### src/rtl/core/ccr_pkg.sv
package ccr_pkg;

    // Scanner modes
    localparam logic [2:0] MODE_NORMAL = 3'd0;
    localparam logic [2:0] MODE_SLASH  = 3'd1;
    localparam logic [2:0] MODE_LINE   = 3'd2;
    localparam logic [2:0] MODE_BLOCK  = 3'd3;
    localparam logic [2:0] MODE_STAR   = 3'd4;

    // Characters of interest
    localparam logic [7:0] CH_SLASH   = 8'h2F;
    localparam logic [7:0] CH_STAR    = 8'h2A;
    localparam logic [7:0] CH_NEWLINE = 8'h0A;
    localparam logic [7:0] CH_SPACE   = 8'h20;

    typedef struct packed {
        logic [7:0] out_char;
        logic       char_valid;
        logic       stream_end;
        logic       last;
    } t_result;

    // Results of one scanned beat: zero, one or two entries
    typedef struct packed {
        logic [1:0] count;
        t_result    res_a;
        t_result    res_b;
    } t_scan_out;

endpackage

### src/rtl/core/ccr_scan.sv
module ccr_scan
    import ccr_pkg::*;
(
    input  logic       i_clk,
    input  logic       i_rst_n,
    input  logic       i_adv,
    input  logic       i_cmd,
    input  logic [7:0] i_in_char,
    output t_scan_out  o_scan
);

    logic [2:0] r_mode;
    logic [2:0] n_mode;

    function automatic t_result mk_res(logic [7:0] ch, logic vld, logic fin, logic lst);
        t_result r;
        r.out_char   = ch;
        r.char_valid = vld;
        r.stream_end = fin;
        r.last       = lst;
        return r;
    endfunction

    always_comb begin
        o_scan.count = 2'd0;
        o_scan.res_a = mk_res(8'h00, 1'b0, 1'b0, 1'b0);
        o_scan.res_b = mk_res(8'h00, 1'b0, 1'b0, 1'b0);
        n_mode       = r_mode;
        if (i_cmd) begin
            // flush a held slash, then close the stream
            if (r_mode == MODE_SLASH) begin
                o_scan.count = 2'd2;
                o_scan.res_a = mk_res(CH_SLASH, 1'b1, 1'b0, 1'b0);
                o_scan.res_b = mk_res(8'h00, 1'b0, 1'b1, 1'b1);
            end else begin
                o_scan.count = 2'd1;
                o_scan.res_a = mk_res(8'h00, 1'b0, 1'b1, 1'b1);
            end
            n_mode = MODE_NORMAL;
        end else begin
            unique case (r_mode)
                MODE_SLASH: begin
                    if (i_in_char == CH_SLASH || i_in_char == CH_STAR) begin
                        o_scan.count = 2'd1;
                        o_scan.res_a = mk_res(CH_SPACE, 1'b1, 1'b0, 1'b1);
                        n_mode = (i_in_char == CH_SLASH) ? MODE_LINE : MODE_BLOCK;
                    end else begin
                        o_scan.count = 2'd2;
                        o_scan.res_a = mk_res(CH_SLASH, 1'b1, 1'b0, 1'b0);
                        o_scan.res_b = mk_res(i_in_char, 1'b1, 1'b0, 1'b1);
                        n_mode = MODE_NORMAL;
                    end
                end
                MODE_LINE: begin
                    if (i_in_char == CH_NEWLINE) begin
                        o_scan.count = 2'd1;
                        o_scan.res_a = mk_res(i_in_char, 1'b1, 1'b0, 1'b1);
                        n_mode = MODE_NORMAL;
                    end
                end
                MODE_BLOCK: begin
                    if (i_in_char == CH_STAR) begin
                        n_mode = MODE_STAR;
                    end
                end
                MODE_STAR: begin
                    if (i_in_char == CH_SLASH) begin
                        n_mode = MODE_NORMAL;
                    end else if (i_in_char != CH_STAR) begin
                        n_mode = MODE_BLOCK;
                    end
                end
                default: begin
                    if (i_in_char == CH_SLASH) begin
                        n_mode = MODE_SLASH;
                    end else begin
                        o_scan.count = 2'd1;
                        o_scan.res_a = mk_res(i_in_char, 1'b1, 1'b0, 1'b1);
                        n_mode = MODE_NORMAL;
                    end
                end
            endcase
        end
    end

    always_ff @(posedge i_clk) begin
        if (!i_rst_n) begin
            r_mode <= MODE_NORMAL;
        end else if (i_adv) begin
            r_mode <= n_mode;
        end
    end

`ifndef SYNTHESIS
    a_end_clears: assert property (@(posedge i_clk) disable iff (!i_rst_n)
        (i_adv && i_cmd) |=> (r_mode == MODE_NORMAL))
        else $error("mode not cleared after end of stream");
    a_single_last: assert property (@(posedge i_clk) disable iff (!i_rst_n)
        (o_scan.count == 2'd1) |-> o_scan.res_a.last)
        else $error("single result lacks last");
    a_pair_last: assert property (@(posedge i_clk) disable iff (!i_rst_n)
        (o_scan.count == 2'd2) |-> (!o_scan.res_a.last && o_scan.res_b.last))
        else $error("result pair has wrong last marking");
`endif

endmodule

### src/rtl/core/ccr_out_queue.sv
module ccr_out_queue
    import ccr_pkg::*;
(
    input  logic      i_clk,
    input  logic      i_rst_n,
    input  logic      i_push,
    input  t_scan_out i_scan,
    input  logic      i_stall,
    output logic      o_room,
    output logic      o_valid,
    output t_result   o_res
);

    logic [1:0] r_cnt;
    t_result    r_slot0;
    t_result    r_slot1;
    logic       take;

    assign o_valid = (r_cnt != 2'd0);
    assign o_res   = r_slot0;
    assign take    = o_valid && !i_stall;
    // room only when the queue is empty or drains empty this cycle
    assign o_room  = (r_cnt == 2'd0) || (r_cnt == 2'd1 && take);

    always_ff @(posedge i_clk) begin
        if (!i_rst_n) begin
            r_cnt <= 2'd0;
        end else if (i_push) begin
            r_cnt <= i_scan.count;
        end else if (take) begin
            r_cnt <= r_cnt - 2'd1;
        end
    end

    always_ff @(posedge i_clk) begin
        if (i_push) begin
            r_slot0 <= i_scan.res_a;
            r_slot1 <= i_scan.res_b;
        end else if (take) begin
            r_slot0 <= r_slot1;
        end
    end

`ifndef SYNTHESIS
    a_push_room: assert property (@(posedge i_clk) disable iff (!i_rst_n)
        i_push |-> o_room)
        else $error("push into occupied queue");
    a_cnt_range: assert property (@(posedge i_clk) disable iff (!i_rst_n)
        r_cnt != 2'd3)
        else $error("queue count out of range");
    a_pair_held: assert property (@(posedge i_clk) disable iff (!i_rst_n)
        (i_push && i_scan.count == 2'd2) |=> (r_cnt == 2'd2))
        else $error("result pair not stored");
`endif

endmodule

### src/rtl/core/c_comment_replacer.sv
// Channel  | valid    | stall    | payload
// ---------+----------+----------+-----------------------------------------------
// input    | i_valid  | o_stall  | i_cmd, i_in_char
// output   | o_valid  | i_stall  | o_out_char, o_char_valid, o_stream_end, o_last
//
// One input beat per cycle while o_stall is low. A beat is held in the input register, is
// scanned there and drops 0, 1 or 2 result beats into a two-slot output queue.
// Beats that give two results (a released or flushed slash) occupy the output port
// for both results, so the next beat that yields results waits behind them.
// Reset is synchronous, active low; it returns the scanner to plain text.
// o_stall follows i_stall combinationally through the queue room check.
module c_comment_replacer
    import ccr_pkg::*;
(
    input  logic       i_clk,
    input  logic       i_rst_n,
    input  logic       i_valid,
    output logic       o_stall,
    input  logic       i_cmd,
    input  logic [7:0] i_in_char,
    output logic       o_valid,
    input  logic       i_stall,
    output logic [7:0] o_out_char,
    output logic       o_char_valid,
    output logic       o_stream_end,
    output logic       o_last
);

    // input register
    logic       r_in_valid;
    logic       r_cmd;
    logic [7:0] r_char;

    t_scan_out  scan;
    t_result    res;
    logic       room;
    logic       adv;
    logic       push;
    logic       accept;

    // A scanned beat moves on when it yields nothing, or when the queue
    // will be empty to receive its results.
    assign adv    = r_in_valid && ((scan.count == 2'd0) || room);
    assign push   = adv && (scan.count != 2'd0);
    assign o_stall = r_in_valid && !adv;
    assign accept = i_valid && !o_stall;

    always_ff @(posedge i_clk) begin
        if (!i_rst_n) begin
            r_in_valid <= 1'b0;
        end else if (accept) begin
            r_in_valid <= 1'b1;
        end else if (adv) begin
            r_in_valid <= 1'b0;
        end
    end

    // hold the payload until a new beat is taken
    always_ff @(posedge i_clk) begin
        if (accept) begin
            r_cmd  <= i_cmd;
            r_char <= i_in_char;
        end
    end

    ccr_scan u_scan (
        .i_clk     (i_clk),
        .i_rst_n   (i_rst_n),
        .i_adv     (adv),
        .i_cmd     (r_cmd),
        .i_in_char (r_char),
        .o_scan    (scan)
    );

    ccr_out_queue u_queue (
        .i_clk   (i_clk),
        .i_rst_n (i_rst_n),
        .i_push  (push),
        .i_scan  (scan),
        .i_stall (i_stall),
        .o_room  (room),
        .o_valid (o_valid),
        .o_res   (res)
    );

    assign o_out_char   = res.out_char;
    assign o_char_valid = res.char_valid;
    assign o_stream_end = res.stream_end;
    assign o_last       = res.last;

endmodule

### config.mk
export PLATFORM = sky130hd
export DESIGN_NAME = c_comment_replacer
export DESIGN_NICKNAME = d
export VERILOG_FILES = /design/src/rtl/core/ccr_pkg.sv /design/src/rtl/core/ccr_scan.sv /design/src/rtl/core/ccr_out_queue.sv /design/src/rtl/core/c_comment_replacer.sv
export SDC_FILE = /design/constraint.sdc
export NUM_CORES = 1
export LEC_CHECK = 0
export ABC_CLOCK_PERIOD_IN_PS = 4900
export BUFFER_PORTS_ARGS = -buffer_cell sky130_fd_sc_hd__buf_4
export CAP_MARGIN = 20
export CORE_MARGIN = 1
export CORE_UTILIZATION = 60
export CTS_CLUSTER_DIAMETER = 40
export DETAILED_ROUTE_END_ITERATION = 8
export PLACE_DENSITY = 0.83
export RECOVER_POWER = 100
export SYNTH_ARGS = -nofsm -noshare
export SYNTH_HDL_FRONTEND = slang
export SYNTH_SLANG_ARGS = --single-unit
### constraint.sdc
create_clock -name i_clk -period 4.9 [get_ports i_clk]
set_input_delay 0.245 -clock i_clk [delete_from_list [all_inputs] [get_ports i_clk]]
set_output_delay 0.245 -clock i_clk [all_outputs]
set_load 0.05 [all_outputs]
# [Yosys cells after proc, flatten, opt, wreduce, memory -nomap -nowiden]
# Index checks and enable logic that the tools add are counted.
[classes] n_addsub=1 n_eq_ne=12 mux=24 reduce_logical=20
[ops] cell="11-bit 2-to-1 mux" count=4
[ops] cell="13-bit case mux with 3 select lines" count=1
[ops] cell="13-bit 2-to-1 mux" count=2
[ops] cell="12-bit 2-to-1 mux" count=2
[ops] cell="24-bit 2-to-1 mux" count=1
[ops] cell="3-bit 2-to-1 mux" count=6
[ops] cell="8-bit by 6-bit equality test with 1-bit output (second input constant)" count=2
[ops] cell="3-bit case mux with 4 select lines" count=1
[ops] cell="8-bit by 4-bit equality test with 1-bit output (second input constant)" count=1
[ops] cell="8-bit by 6-bit inequality test with 1-bit output (second input constant)" count=1
[ops] cell="2-bit nonzero test" count=4
[ops] cell="3-bit by 2-bit equality test with 1-bit output (second input constant)" count=2
[ops] cell="1-bit logical AND" count=6
[ops] cell="2-bit 2-to-1 mux" count=3
[ops] cell="3-bit by 2-bit inequality test with 1-bit output (second input constant)" count=2
[ops] cell="2-bit logical NOT" count=2
[ops] cell="1-bit 2-to-1 mux" count=4
[ops] cell="4-bit by 2-bit inequality test with 1-bit output (second input constant)" count=1
[ops] cell="4-bit AND reduction" count=1
[ops] cell="3-bit by 1-bit equality test with 1-bit output (second input constant)" count=1
[ops] cell="3-bit equality test (second input constant)" count=1
[ops] cell="1-bit logical NOT" count=3
[ops] cell="1-bit logical OR" count=3
[ops] cell="2-bit by 1-bit equality test with 1-bit output (second input constant)" count=1
[ops] cell="other kinds (2)" count=2
[totals] ff_bits=37 inputBits=13 out_inout_bits=13 wordCells=70

# [Longest topological paths before layout]
[logic_depth] ltp_word=13 ltp_mapped=9

# [By module]
# Synthesis repeated with hierarchy kept, for this count alone.
[unflattened] cells_unflattened=158 hier_area_um2=1868.0
[modules_own_cells] mod="ccr_out_queue" instances=1 cells_per_inst=56 area_each_um2=947.2
[modules_own_cells] mod="ccr_scan" instances=1 cells_per_inst=84 area_each_um2=583.1
[modules_own_cells] mod="c_comment_replacer" instances=1 cells_per_inst=18 area_each_um2=337.8

# [Worst setup path after synthesis]
# OpenSTA, ideal clock, no wires.
[synth_path] kind="register to register" start="register r_char[4]" end="register r_char[0], enable pin" setup_time_ns=0.339 arrival_time_ns=2.670 t_required_ns=4.561 path_slack_ns=1.892 stages_incl_launch_ff=6 path_buffers=0 synth_period_minus_slack_ns=3.008 cell_sequence="edfxtp_1 > or3_4 > or3_1 > o32a_2 > a211oi_2 > nor2b_1"
[synth_via] elab_chain_cells=12
[synth_rtl] element="start, declared" line_no="c_comment_replacer.sv:32" rtl="logic [7:0] r_char;"
[synth_rtl] element="start signal, assigned" line_no="c_comment_replacer.sv:62" rtl="r_char <= i_in_char;"
[synth_rtl] element="8-bit by 6-bit equality test with 1-bit output (on tied branches)" line_no="ccr_scan.sv:43, ccr_scan.sv:74"
[synth_rtl] element="1-bit logical OR" line_no="ccr_scan.sv:43" rtl="if (i_in_char == CH_SLASH || i_in_char == CH_STAR) begin"
[synth_rtl] element="13-bit 2-to-1 mux" line_no="ccr_scan.sv:43"
[synth_rtl] element="13-bit case mux with 3 select lines *" line_no="ccr_scan.sv:41" rtl="unique case (r_mode)"
[synth_rtl] element="24-bit 2-to-1 mux *" line_no="ccr_scan.sv:29" rtl="if (i_cmd) begin"
[synth_rtl] element="2-bit logical NOT *" line_no="c_comment_replacer.sv:43" rtl="assign adv = r_in_valid && ((scan.count == 2'd0) || room);"
[synth_rtl] element="1-bit logical OR *" line_no="c_comment_replacer.sv:43"
[synth_rtl] element="1-bit logical AND *" line_no="c_comment_replacer.sv:43"
[synth_rtl] element="1-bit logical NOT *" line_no="c_comment_replacer.sv:45" rtl="assign o_stall = r_in_valid && !adv;"
[synth_rtl] element="1-bit logical AND *" line_no="c_comment_replacer.sv:45"
[synth_rtl] element="net o_stall" line_no="c_comment_replacer.sv:18" rtl="output logic o_stall,"
[synth_rtl] element="1-bit logical NOT *" line_no="c_comment_replacer.sv:46" rtl="assign accept = i_valid && !o_stall;"
[synth_rtl] element="1-bit logical AND *" line_no="c_comment_replacer.sv:46"
[synth_rtl] element="net accept" line_no="c_comment_replacer.sv:39" rtl="logic accept;"
# Mark *: on every way through the listed nets, which the timed path passes. The rest lies on a longest branch.
# A chain may end at the register's enable or synchronous reset.

# [Worst setup path after layout]
[layout_path] start="register r_char[4]" end="output port o_stall"
[layout_via] elab_chain_cells=10
[layout_rtl] element="8-bit by 6-bit equality test with 1-bit output (on tied branches)" line_no="ccr_scan.sv:43, ccr_scan.sv:74"
[layout_rtl] element="1-bit logical OR" line_no="ccr_scan.sv:43"
[layout_rtl] element="13-bit 2-to-1 mux" line_no="ccr_scan.sv:43"
[layout_rtl] element="13-bit case mux with 3 select lines *" line_no="ccr_scan.sv:41"
[layout_rtl] element="24-bit 2-to-1 mux *" line_no="ccr_scan.sv:29"
[layout_rtl] element="2-bit logical NOT *" line_no="c_comment_replacer.sv:43"
[layout_rtl] element="1-bit logical OR *" line_no="c_comment_replacer.sv:43"
[layout_rtl] element="1-bit logical AND *" line_no="c_comment_replacer.sv:43"
[layout_rtl] element="1-bit logical NOT *" line_no="c_comment_replacer.sv:45"
[layout_rtl] element="1-bit logical AND *" line_no="c_comment_replacer.sv:45"
[layout_rtl] element="end, declared" line_no="c_comment_replacer.sv:18"
# Mark *: on every way between the ends. The rest lies on a longest branch, timed or not.

==> impl_metrics.csv <==
group,metric,value,unit
cells_and_area,antenna_cells,0,
setup_path,crit_arrival,2920,ps
detailed_routing,drt-pass1-iter-count,4,
yosys,syn_area,1780,µm²
setup_path,slowest_stage,"clkbuf_1",
yosys,synthAdderAreaFrac,0.0140,
yosys,synth-simple-area-share,0.205,
setup_path,critPathMaxStageDelay,530,ps
sta,setup_violations,0,
detailed_routing,antenna_left,0,
floorplanning,die_h,56.5,µm
sta,setup_tns,0,ps
clock_tree,clkSinkCount,37,
sta,report.final.slew_viol_count,0,
yosys,yosysTopAreaCell,"edfxtp_1",
clock_tree,cts.path.max_buffers,2,
yosys,synthXorXnorAreaFrac,0.0196,
global_routing,grt_max_degree,17,
detailed_routing,finalWirelength,3.39,mm
global_routing,grt_pass1_vias,1285,
setup_path,critPathCaptureType,"output port",
yosys,synth_mux_area_frac,0.0112,
cells_and_area,instances_no_fill,220,
clock_tree,post-cts-setup-buffer-count,0,
yosys,syn-num-nets,176,
setup_path,cp-start-kind,"register",
global_routing,antenna_found_initial,0,
setup_path,crit_fanout,4,
floorplanning,rows,19,
clock_tree,cts_tree,"done",
yosys,synth_top_family_by_area,"simple AND/OR/NAND/NOR gates",
detailed_routing,drt_iter0_drc,66,
yosys,synth_edf_count,31,
detailed_routing,vias,1303,
clock_tree,cts-buffers-inserted,5,
hold_path,hp-class,"in2reg",
placement,dp_cells,212,
sta,hold_viol,0,
cells_and_area,fill_cells,217,
outcome,status,"completed",
sta,finalClockSkew,13.4,ps
detailed_routing,drc,0,
clock_tree,clkSlewWorstSetupHoldPaths,100,ps
clock_tree,h-tree-depth,2,
yosys,ys_ff_latch,37,
setup_path,path_cells,"or3_4 -> or3_1 -> o32a_2 -> a211oi_1 -> clkbuf_1",
sta,post-route-min-period,3160,ps
pwr,power.total,0.000901,W
setup_path,worst-endpoint-required,4660,ps
yosys,yosys_warnings,0,
pwr,p_per_area,450,nW/µm²
yosys,ys_seq_area_frac,0.589,
floorplanning,core-area,2780,µm²
placement,dpl.hpwl,2.44,mm
global_routing,grtUsageTotal,0.235,
sta,maxSlewHeadroom,0.525,
pwr,vdd_drop_max,0.396,mV
yosys,ys_async_sr_fraction,0,
placement,port_buffers,25,
floorplanning,dieArea,3200,µm²
cells_and_area,utilization,0.720,
floorplanning,die_w,56.5,µm
cells_and_area,synthToLayoutAreaGrowth,12.2,%
yosys,ys.flop_type,"edfxtp_1",
yosys,ys_top_cells_by_count,"edfxtp_1 (31), nand2_1 (18), nor2_1 (15), inv_1 (10), and2_1 (9)",
sta,rsz0062_at_grt,"false",
floorplanning,io-pin-count,26,
cells_and_area,regArea,1050,µm²
sta,fmax,0.316,GHz
clock_tree,clock_latency,350,ps
detailed_routing,vias_per_cell,5.92,
global_routing,grt_pass1_wl,5.62,mm
setup_path,worstSetupPathType,"reg2out",
sta,worst_pin_slew,712,ps
floorplanning,initial_core_util,0.641,
cells_and_area,multiInputGateArea,649,µm²
detailed_routing,wl_per_cell,15.4,µm
clock_tree,root_buffer,"clkbuf_4",
sta,finalCritPeriodShare,0.646,
yosys,synth_compound_area_frac,0.121,
setup_path,critPathTopFamily,"compound AO/OA/AOI/OAI gates",
global_routing,grt-ovfl-total,0,
yosys,synthTopCellsByArea,"edfxtp_1 (52%), dfxtp_1 (6.7%), nand2_1 (3.8%)",
yosys,synth_top_area_frac,0.522,
yosys,yosysMostFrequentCell,"edfxtp_1",
cells_and_area,fin_area,2000,µm²
cells_and_area,nets,203,
yosys,syn-mean-instance-area,11.1,µm²
clock_tree,cts_resized,0,
placement,gp_congestion,0.983,
cells_and_area,layout-drive-gt1-share,0.111,
setup_path,worst-path-buf-inv,1,
flow_run,max-cap-violations,0,
yosys,synth_cells,161,
yosys,ys_types,44,
clock_tree,cts.hold.buffers_added,0,
placement,placed_area,1990,µm²
pwr,p_leak,0.752,nW
==> flip-flops by register name (all words and copies together), names as in the netlist <==
signal / flops
r_char: 8
r_cmd: 1
r_in_valid: 1
u_queue.o_res: 11
u_queue.r_cnt: 2
u_queue.r_slot1: 11
u_scan.r_mode: 3
==> per-stage QoR <==
step                      hold WS (ps)  worst slack (ps)
after floorplan                    344              1890
after global placement             423              2350
after detailed placement           425              2280
after CTS                         66.3              2110
after global routing              79.8              1630
final                             96.4              1740
==> cell usage in the layout (no fill, tap or decap), types with 2 or more instances in the layout <==
master,count
o21a_1,2
and2_0,2
nand2_1,18
or3_1,2
nor2b_1,3
nand4_1,3
a21o_1,2
a21oi_1,6
o211ai_1,2
a32oi_1,2
and2_1,7
nand3_1,5
inv_1,11
nor2_1,15
o21ai_0,5
ha_1,2
dfxtp_1,6
nor3b_1,2
clkbuf_4,14
clkbuf_1,14
xnor2_1,4
mux2i_1,2
buf_4,3
o31ai_1,2
nor3_1,4
edfxtp_1,31
==> worst paths after layout <==
path              depth (start not counted)  slack, ps             start          endpoint
setup / recovery                          5       1740         r_char[4]           o_stall
hold reg to reg                           1        480  u_queue.r_cnt[1]  u_queue.r_cnt[1]
setup reg to reg                          6       1950         r_char[4]  u_queue.o_res[4]
hold / removal                            1        100      i_in_char[6]         r_char[6]
==> metal layers <==
| metal | wire length (µm) | track usage |
|---|---|---|
| met3 | 207 | 0.0622 |
| met1 | 1380 | 0.287 |
| met4 | 36 | 0.105 |
| met5 | 0 | 0 |
| met2 | 1760 | 0.390 |
==> cells by family after synthesis <==
family                   Yosys count
buffers and inverters             17
XOR/XNOR                           4
AND/OR/NAND/NOR                   70
flip-flops                        37
AO/OA/AOI/OAI                     29
adder cells (fa/ha/maj)            2
multiplexers                       2
==> area by class of cell <==
class                           instances  share of cell area
Clock buffer                            5              0.0188
Clock inverter                          3              0.0206
Inverter                               11              0.0206
Multi-Input combinational cell        107               0.324
Sequential cell                        37               0.525
Tap cell                               31              0.0194
Timing Repair Buffer                   26              0.0713
==> where the power goes <==
group	switching (W)	internal, W	total, W
combinational	0.000208	0.0000561	0.000264
sequential	0.0000226	0.000409	0.000432
clock	0.0000990	0.000106	0.000205
No activity file was read; power rests on OpenSTA's default activity.
